## src/rtl/group_bitmap_block_allocator_defines.svh

```systemverilog
// assertion macros for the block allocator
// used by the allocator rtl, depends on nothing
`ifndef GROUP_BITMAP_BLOCK_ALLOCATOR_DEFINES_SVH
`define GROUP_BITMAP_BLOCK_ALLOCATOR_DEFINES_SVH

// same-cycle implication
`define GBBA_ASSERT_NOW(label, ante, cons, msg) \
  label: assert property (@(posedge clk) disable iff (rst) (ante) |-> (cons)) else $error(msg);

// next-cycle implication
`define GBBA_ASSERT_NEXT(label, ante, cons, msg) \
  label: assert property (@(posedge clk) disable iff (rst) (ante) |=> (cons)) else $error(msg);

`endif

```

## src/rtl/gbba_pkg.sv

```systemverilog
// types and constants of the block group bitmap allocator
// no dependencies
package gbba_pkg;

  localparam int MaxGroupBlocks = 8192;
  localparam int MaxGroups      = 16;
  localparam int WordBits       = 64;
  localparam int WordsPerGroup  = MaxGroupBlocks / WordBits;
  localparam int BitmapWords    = MaxGroups * WordsPerGroup;
  localparam int GrpW           = $clog2(MaxGroups);
  localparam int WidxW          = $clog2(WordsPerGroup);
  localparam int BitW           = $clog2(WordBits);
  localparam int AddrW          = GrpW + WidxW;

  localparam logic [1:0] OP_LOAD_WORD  = 2'd0;
  localparam logic [1:0] OP_LOAD_DESC  = 2'd1;
  localparam logic [1:0] OP_ALLOC      = 2'd2;
  localparam logic [1:0] OP_SET_FREE   = 2'd3;

  localparam logic [2:0] ST_OK          = 3'd0;
  localparam logic [2:0] ST_NO_SPACE    = 3'd1;
  localparam logic [2:0] ST_BAD_GROUP   = 3'd2;
  localparam logic [2:0] ST_SYSTEM_ZONE = 3'd3;
  localparam logic [2:0] ST_BEYOND_END  = 3'd4;

  localparam logic [2:0] REG_FIRST_DATA  = 3'd0;
  localparam logic [2:0] REG_TOTAL       = 3'd1;
  localparam logic [2:0] REG_GROUP_SIZE  = 3'd2;
  localparam logic [2:0] REG_GROUP_COUNT = 3'd3;
  localparam logic [2:0] REG_RESERVED    = 3'd4;
  localparam logic [2:0] REG_ITABLE_LEN  = 3'd5;

  localparam logic [13:0] GFREE_MAX = 14'd16383;

  typedef logic [WordBits-1:0] word_t;

  typedef struct packed {
    logic        done;
    logic [17:0] quotient;
    logic [13:0] remainder;
  } div_res_t;

endpackage

```

## src/rtl/gbba_div.sv

```systemverilog
// iterative restoring divider, one quotient bit per cycle
// depends on gbba_pkg
module gbba_div import gbba_pkg::*; (
  input  logic        clk,
  input  logic        rst,
  input  logic        start,
  input  logic [17:0] dividend,
  input  logic [13:0] divisor,
  output div_res_t    res
);

  logic        busy;
  logic        done;
  logic [4:0]  cnt;
  logic [17:0] quo;
  logic [14:0] rem;
  logic [14:0] trial;
  logic        fits;

  // one shift and trial subtract
  assign trial = {rem[13:0], quo[17]};
  assign fits  = trial >= {1'b0, divisor};

  always_ff @(posedge clk) begin
    if (rst) begin
      busy <= 1'b0;
      done <= 1'b0;
    end else begin
      done <= 1'b0;
      if (start) begin
        busy <= 1'b1;
        cnt  <= 5'd0;
        quo  <= dividend;
        rem  <= 15'd0;
      end else if (busy) begin
        rem <= fits ? trial - {1'b0, divisor} : trial;
        quo <= {quo[16:0], fits};
        cnt <= cnt + 5'd1;
        if (cnt == 5'd17) begin
          busy <= 1'b0;
          done <= 1'b1;
        end
      end
    end
  end

  assign res = {done, quo, rem[13:0]};

endmodule

```

## config.mk

```make
export PLATFORM = sky130hd
export DESIGN_NAME = gbba_div
export DESIGN_NICKNAME = d
export VERILOG_FILES = /design/src/rtl/group_bitmap_block_allocator_defines.svh /design/src/rtl/gbba_pkg.sv /design/src/rtl/gbba_div.sv
export SDC_FILE = /design/constraint.sdc
export NUM_CORES = 1
export LEC_CHECK = 0
export BUFFER_PORTS_ARGS = -buffer_cell sky130_fd_sc_hd__buf_2
export CAP_MARGIN = 15
export CORE_MARGIN = 5
export CORE_UTILIZATION = 40
export DETAILED_ROUTE_END_ITERATION = 8
export PLACE_DENSITY_LB_ADDON = 0.15
export SYNTH_ARGS = -nofsm -noshare
export SYNTH_HDL_FRONTEND = slang
export SYNTH_SLANG_ARGS = --single-unit
export TNS_END_PERCENT = 20
```

## constraint.sdc

```tcl
create_clock -name clk -period 3.89 [get_ports clk]
set_input_delay 0.389 -clock clk [delete_from_list [all_inputs] [get_ports clk]]
set_output_delay 0.389 -clock clk [all_outputs]
set_load 0.03 [all_outputs]
```

# ---- Yosys cells after proc, flatten, opt, wreduce, memory -nomap -nowiden
# Index checks and enable logic that the tools add are counted.
dict set report op_classes {
  mux 9
  n_eq_ne 1
  n_bitwise 2
  order_cmp 1
  addsub 2
  reduce_logical 3
}
# cell n
set ops {}
lappend ops {{$mux W18} 2}
lappend ops {{$mux W14} 2}
lappend ops {{$ge A15 B14 Y1} 1}
lappend ops {{$sub A14 B14 Y14} 1}
lappend ops {{$add A5 B1 Y5 const B} 1}
lappend ops {{$eq A5 B5 Y1 const B} 1}
lappend ops {{$mux W5} 1}
lappend ops {{$mux W1} 4}
lappend ops {{$reduce_or A3 Y1} 1}
lappend ops {{$not A1 Y1} 2}
lappend ops {{$reduce_and A2 Y1} 1}
lappend ops {{$reduce_bool A2 Y1} 1}
dict set report totals {
  reg_bits 39
  out_inout_bits 33
  word_cells 23
  inputBits 35
}

# ---- Longest topological paths before layout
dict set report logic_depth {
  word_depth 4
  depth_mapped 10
  ltp_nobuf 10
}

# ---- Worst setup path before layout
# OpenSTA, ideal clock, no wires.
dict set report synth_timing {
  path_type {in2reg}
  startpoint {input port start}
  endpoint {register cnt[0], enable pin}
  path_buffers 2
  setup_time_ps 431
  stages 4
  arrival_ps 2676
  t_required_ps 3459
  slack_ps 783
  path_cell_list {clkbuf_1 clkbuf_1 nor2_1 nor2_1}
}
dict set report synth_via {
  elab_chain_len 2
}
# item line_no
set synth_lines {}
lappend synth_lines {{start, declared} gbba_div.sv:6} ;# input logic start,
lappend synth_lines {{$reduce_bool A2 Y1 (no source line)} n/a}
lappend synth_lines {{$reduce_and A2 Y1 (no source line)} n/a}
lappend synth_lines {{end signal, assigned} gbba_div.sv:38} ;# cnt <= cnt + 5'd1;
lappend synth_lines {{end, declared} gbba_div.sv:14} ;# logic [4:0] cnt;
# No other way between the ends.
# A chain may end at the register's enable or synchronous reset.

# ---- Worst setup path in the final report
dict set report layout_timing {
  startpoint {register rem[0]}
  endpoint {register rem[9], data pin}
}
dict set report layout_via {
  elab_chain_len 3
  elab_cells_between_ends 4
  classes_between {1 x add/sub; 1 x order compare; 2 x mux}
}
# item line_no
set layout_lines {}
lappend layout_lines {{start, declared} gbba_div.sv:16} ;# logic [14:0] rem;
lappend layout_lines {{start signal, assigned} gbba_div.sv:36} ;# rem <= fits ? trial - {1'b0, divisor} : trial;
lappend layout_lines {{$sub A14 B14 Y14 or $ge A15 B14 Y1 (tied branches)} {gbba_div.sv:36, gbba_div.sv:22}}
lappend layout_lines {{$mux W14 (*)} gbba_div.sv:36}
lappend layout_lines {{$mux W14 (*)} gbba_div.sv:35} ;# end else if (busy) begin
# Mark *: on every way between the ends. The rest lies on a longest branch, timed or not. The select of a mux whose other input is x is not followed.

==> Implementation_results.wiki <==
{| class="wikitable"
! Metric !! Value
|-
| Status || finished, final reports clean
|-
| Number of enable flip-flop cells after synthesis || 37
|-
| Maximum number of pins on one net before global-route repair || 38
|-
| Clock slew seen by the registers of the worst setup and hold paths || 0.08 ns
|-
| Antenna violations before repair || 0
|-
| GRT overflow || 0
|-
| List of cells traversed by the critical path || ha_1, nand2b_1, a211oi_4, o21ai_2, o311ai_2, a21oi_1, a211oi_1
|-
| Height of the die || 89.12 um
|-
| Number of standard-cell rows in the floorplan || 28
|-
| Routability cong. || 0.8078
|-
| Post-Syn Area || 2504 um2
|-
| Combinational share of power || 33.1%
|-
| Number of maximum-capacitance constraint violations || 0
|-
| Root buffer cell || sky130_fd_sc_hd__clkbuf_8
|-
| Startpoint of the worst hold path || rst
|-
| Gate count of the mapped netlist || 230
|-
| Ant. Diodes || 0
|-
| Arrival @ worst endpoint || 2.83 ns
|-
| Highest fanout seen on the critical path || 12
|-
| Maximum buffer depth of the clock tree || 2
|-
| Pwr per Cell Area || 397.5 nW/um2
|-
| Element type at the critical path end || flop
|-
| Final hold violation count || 0
|-
| Number of buffers inserted by post-CTS setup repair || 0
|-
| Clock sink total || 39
|-
| Estimated wirelength of the detail-placed design || 4.257 mm
|-
| IR Drop Worst-Case VDD || 0.0001861 V
|-
| CTS HTree Levels || 2
|-
| Setup skew after layout || 0.009670 ns
|-
| Count of state elements after synthesis || 39
|-
| Number of global-route vias before repair || 1,995
|-
| Die footprint || 7941 um2
|-
| Reg power frac || 44.4%
|-
| Hold Crit Endpoint || busy$_SDFF_PP0_
|-
| DRC Markers || 0
|-
| Async S/R FF share, synth || 0%
|-
| Layout net count || 351
|-
| Num ports || 68
|-
| Average wire per standard cell || 15.61 um
|-
| RSZ-0062 raised after global routing || false
|-
| Switching share of power || 34.35%
|-
| Critical Path Max Stage Delay || 0.79 ns
|-
| Clock tree from TritonCTS || done
|-
| Clock latency of the later-clocked register in the worst-skew pair || 0.29 ns
|-
| Overall via count from detail_route || 2,001
|-
| Clock power frac || 22.5%
|-
| Part of the Yosys area used for sequential elements || 45.98%
|-
| Worst Max-Slew Pin Slew || 0.9489 ns
|-
| Placed cell count || 366
|-
| Commonest cells in the netlist || 37 x sky130_fd_sc_hd__edfxtp_1, 23 x sky130_fd_sc_hd__a21oi_1, 20 x sky130_fd_sc_hd__inv_1, 18 x sky130_fd_sc_hd__mux2_2, 17 x sky130_fd_sc_hd__ha_1
|-
| Final critical-path required period || 2.713 ns
|-
| Slowest cell on the critical path || sky130_fd_sc_hd__o311ai_2
|-
| Internal power component || 783.3 uW
|-
| Number of clock buffers inserted by TritonCTS || 5
|-
| Kind of critical path || flop to flop
|-
| Cell accounting for the most synthesized area || sky130_fd_sc_hd__edfxtp_1
|-
| Terminus of the critical flop-to-flop path || rem[9]$_SDFFCE_PP0P_
|-
| Post-Route WL || 5.840 mm
|-
| Most common cell in the netlist || sky130_fd_sc_hd__edfxtp_1
|-
| Effective utilization at floorplan || 41.79%
|-
| Main flop type after synthesis || sky130_fd_sc_hd__edfxtp_1
|-
| Max-slew violation count || 0
|-
| Hold crit path type || primary input to flop
|-
| Initial DRT Pass Iterations || 4
|-
| Startpoint type of the worst setup path || flop
|-
| Synthesized net count || 283
|-
| P_sw || 409.8 uW
|-
| Ratio of cells with drive above 1 in the final layout || 34.45%
|-
| Hold-critical path depth || 2
|-
| Drt initial violations || 86
|-
| Post-route insts no fill || 374
|-
| Leakage Power || 1.277 nW
|-
| Global-route wire length before repair || 9.425 mm
|-
| WP data required || 4.00 ns
|-
| Syn. warnings || 0
|-
| Area of the placeable core || 5991 um2
|-
| Post-synthesis to final-layout area growth || 19.89%
|-
| Overall global routing resource usage || 15.46%
|-
| R2r setup slk || 1.18 ns
|-
| Number of gates resized after cts || 0
|-
| Total design power || 1.193 mW
|-
| Relative slew slack || 36.64%
|-
| Number of failing setup endpoints in the final timing report || 0
|-
| Count of cell types in the netlist || 48
|-
| Number of antenna-violating nets in the routed design || 0
|-
| Yosys top cell area share || 44.38%
|-
| Sum of negative setup slack || 0 ns
|-
| CTS Hold Buffers Added || 0
|-
| Peak clock frequency supported by timing || 368.6 MHz
|-
| Die outline width || 89.12 um
|-
| Final period utilization || 69.74%
|-
| Reg2Reg Launch Point || rem[0]$_SDFFCE_PP0P_
|-
| Biggest area contributors in the synthesized netlist || sky130_fd_sc_hd__edfxtp_1 44%, sky130_fd_sc_hd__ha_1 8.5%, sky130_fd_sc_hd__mux2_2 8.1%
|-
| Synthesized area per cell || 10.89 um2
|-
| Mean number of vias per cell || 5.350
|-
| Port Buffer Count || 67
|-
| Worst r2r path cells || 7
|}
-- cell type report --
| type | instances | area, um2 |
|---|---|---|
| Fill cell | 562 | 2989 |
| Multi-Input combinational cell | 163 | 1250 |
| Sequential cell | 39 | 1151 |
| Timing Repair Buffer | 69 | 350.3 |
| Tap cell | 75 | 93.84 |
| Clock buffer | 7 | 76.32 |
| Inverter | 20 | 75.07 |
| Clock inverter | 1 | 5.005 |
-- through the flow --
step | area, um2 | worst slack, ns | utilization (%) | hold WS, ns
global placement | 2920 | 1.167 | 48.75 | 0.4850
detailed placement | 2920 | 1.118 | 48.75 | 0.4921
CTS | 3002 | 1.156 | 50.10 | 0.3050
global route | 3002 | 0.9457 | 50.10 | 0.3232
finish | 3002 | 1.177 | 50.10 | 0.3204
floorplan | 2504 | 0.7830 | - | 0.4679
-- logic make-up (layout without fill, tap and decap cells) --
kind of cell	count (synthesis)	in the layout	synth area share (%)
DFF	39	39	45.98
AOI/OAI and AO/OA	61	61	16.64
muxes	19	19	8.496
adders and majority gates	18	18	9.295
and+or+nand+nor	53	53	11.00
xor gates and xnor gates	12	12	4.198
buffers and inverters	28	97	4.398
-- placed cells by master, fill, tap and decap left out, drive strengths merged, types with 3 or more instances in the layout --
cell / instances
inv: 20
clkbuf: 7
mux2: 18
a211oi: 8
nor2: 13
nand2: 7
nand2b: 5
o21ai: 14
nand3b: 3
xor2: 6
ha: 17
edfxtp: 37
a21oi: 23
buf: 69
nand3: 12
xnor2: 6
nor3: 3
-- flip-flops by register name, summed over array words and instances (netlist names) --
name and flops:
cnt 5, rem 14, quo 18, busy 1
done 1
-- routing by layer --
layer | vias up | global-route usage [%] | part of all wire (%)
met2 | 74 | 24.72 | 47
li1 | 994 | - | -
met3 | 5 | 4.793 | 8.4
met1 | 928 | 19.65 | 44
met4 | 0 | 5.819 | 0.74
met5 | - | 0 | 0
-- power by group through the flow --
stage          clock network, mW  logic (mW)  registers, mW
3_5_place_dp                   0       0.394          0.539
2_1_floorplan                  0       0.240          0.590
3_3_place_gp                   0       0.395          0.539
5_1_grt                    0.301       0.433          0.535
4_1_cts                    0.281       0.397          0.530
6_report                   0.269       0.394          0.530
-- critical path: cells and delay by family, from the launching register on --
family / cells / cell delay (ns)
flip-flops: 1 / 0.47
adder cells (fa/ha/maj): 1 / 0.33
AO/OA/AOI/OAI: 5 / 1.63
AND/OR/NAND/NOR: 1 / 0.11
-- how the worst max path moves through the flow --
stage | start | endpoint | slack (ns)
after floorplan | start | cnt[0]$_SDFFCE_PP0P_ | 0.78
after global placement | divisor[12] | quo[0]$_DFFE_PP_ | 1.17
after detailed placement | divisor[2] | rem[9]$_SDFFCE_PP0P_ | 1.12
after CTS | rem[3]$_SDFFCE_PP0P_ | rem[9]$_SDFFCE_PP0P_ | 1.16
after global routing | rem[3]$_SDFFCE_PP0P_ | rem[9]$_SDFFCE_PP0P_ | 0.95
final | rem[0]$_SDFFCE_PP0P_ | rem[9]$_SDFFCE_PP0P_ | 1.18
Note: power is estimated with default switching activity, not from simulation.
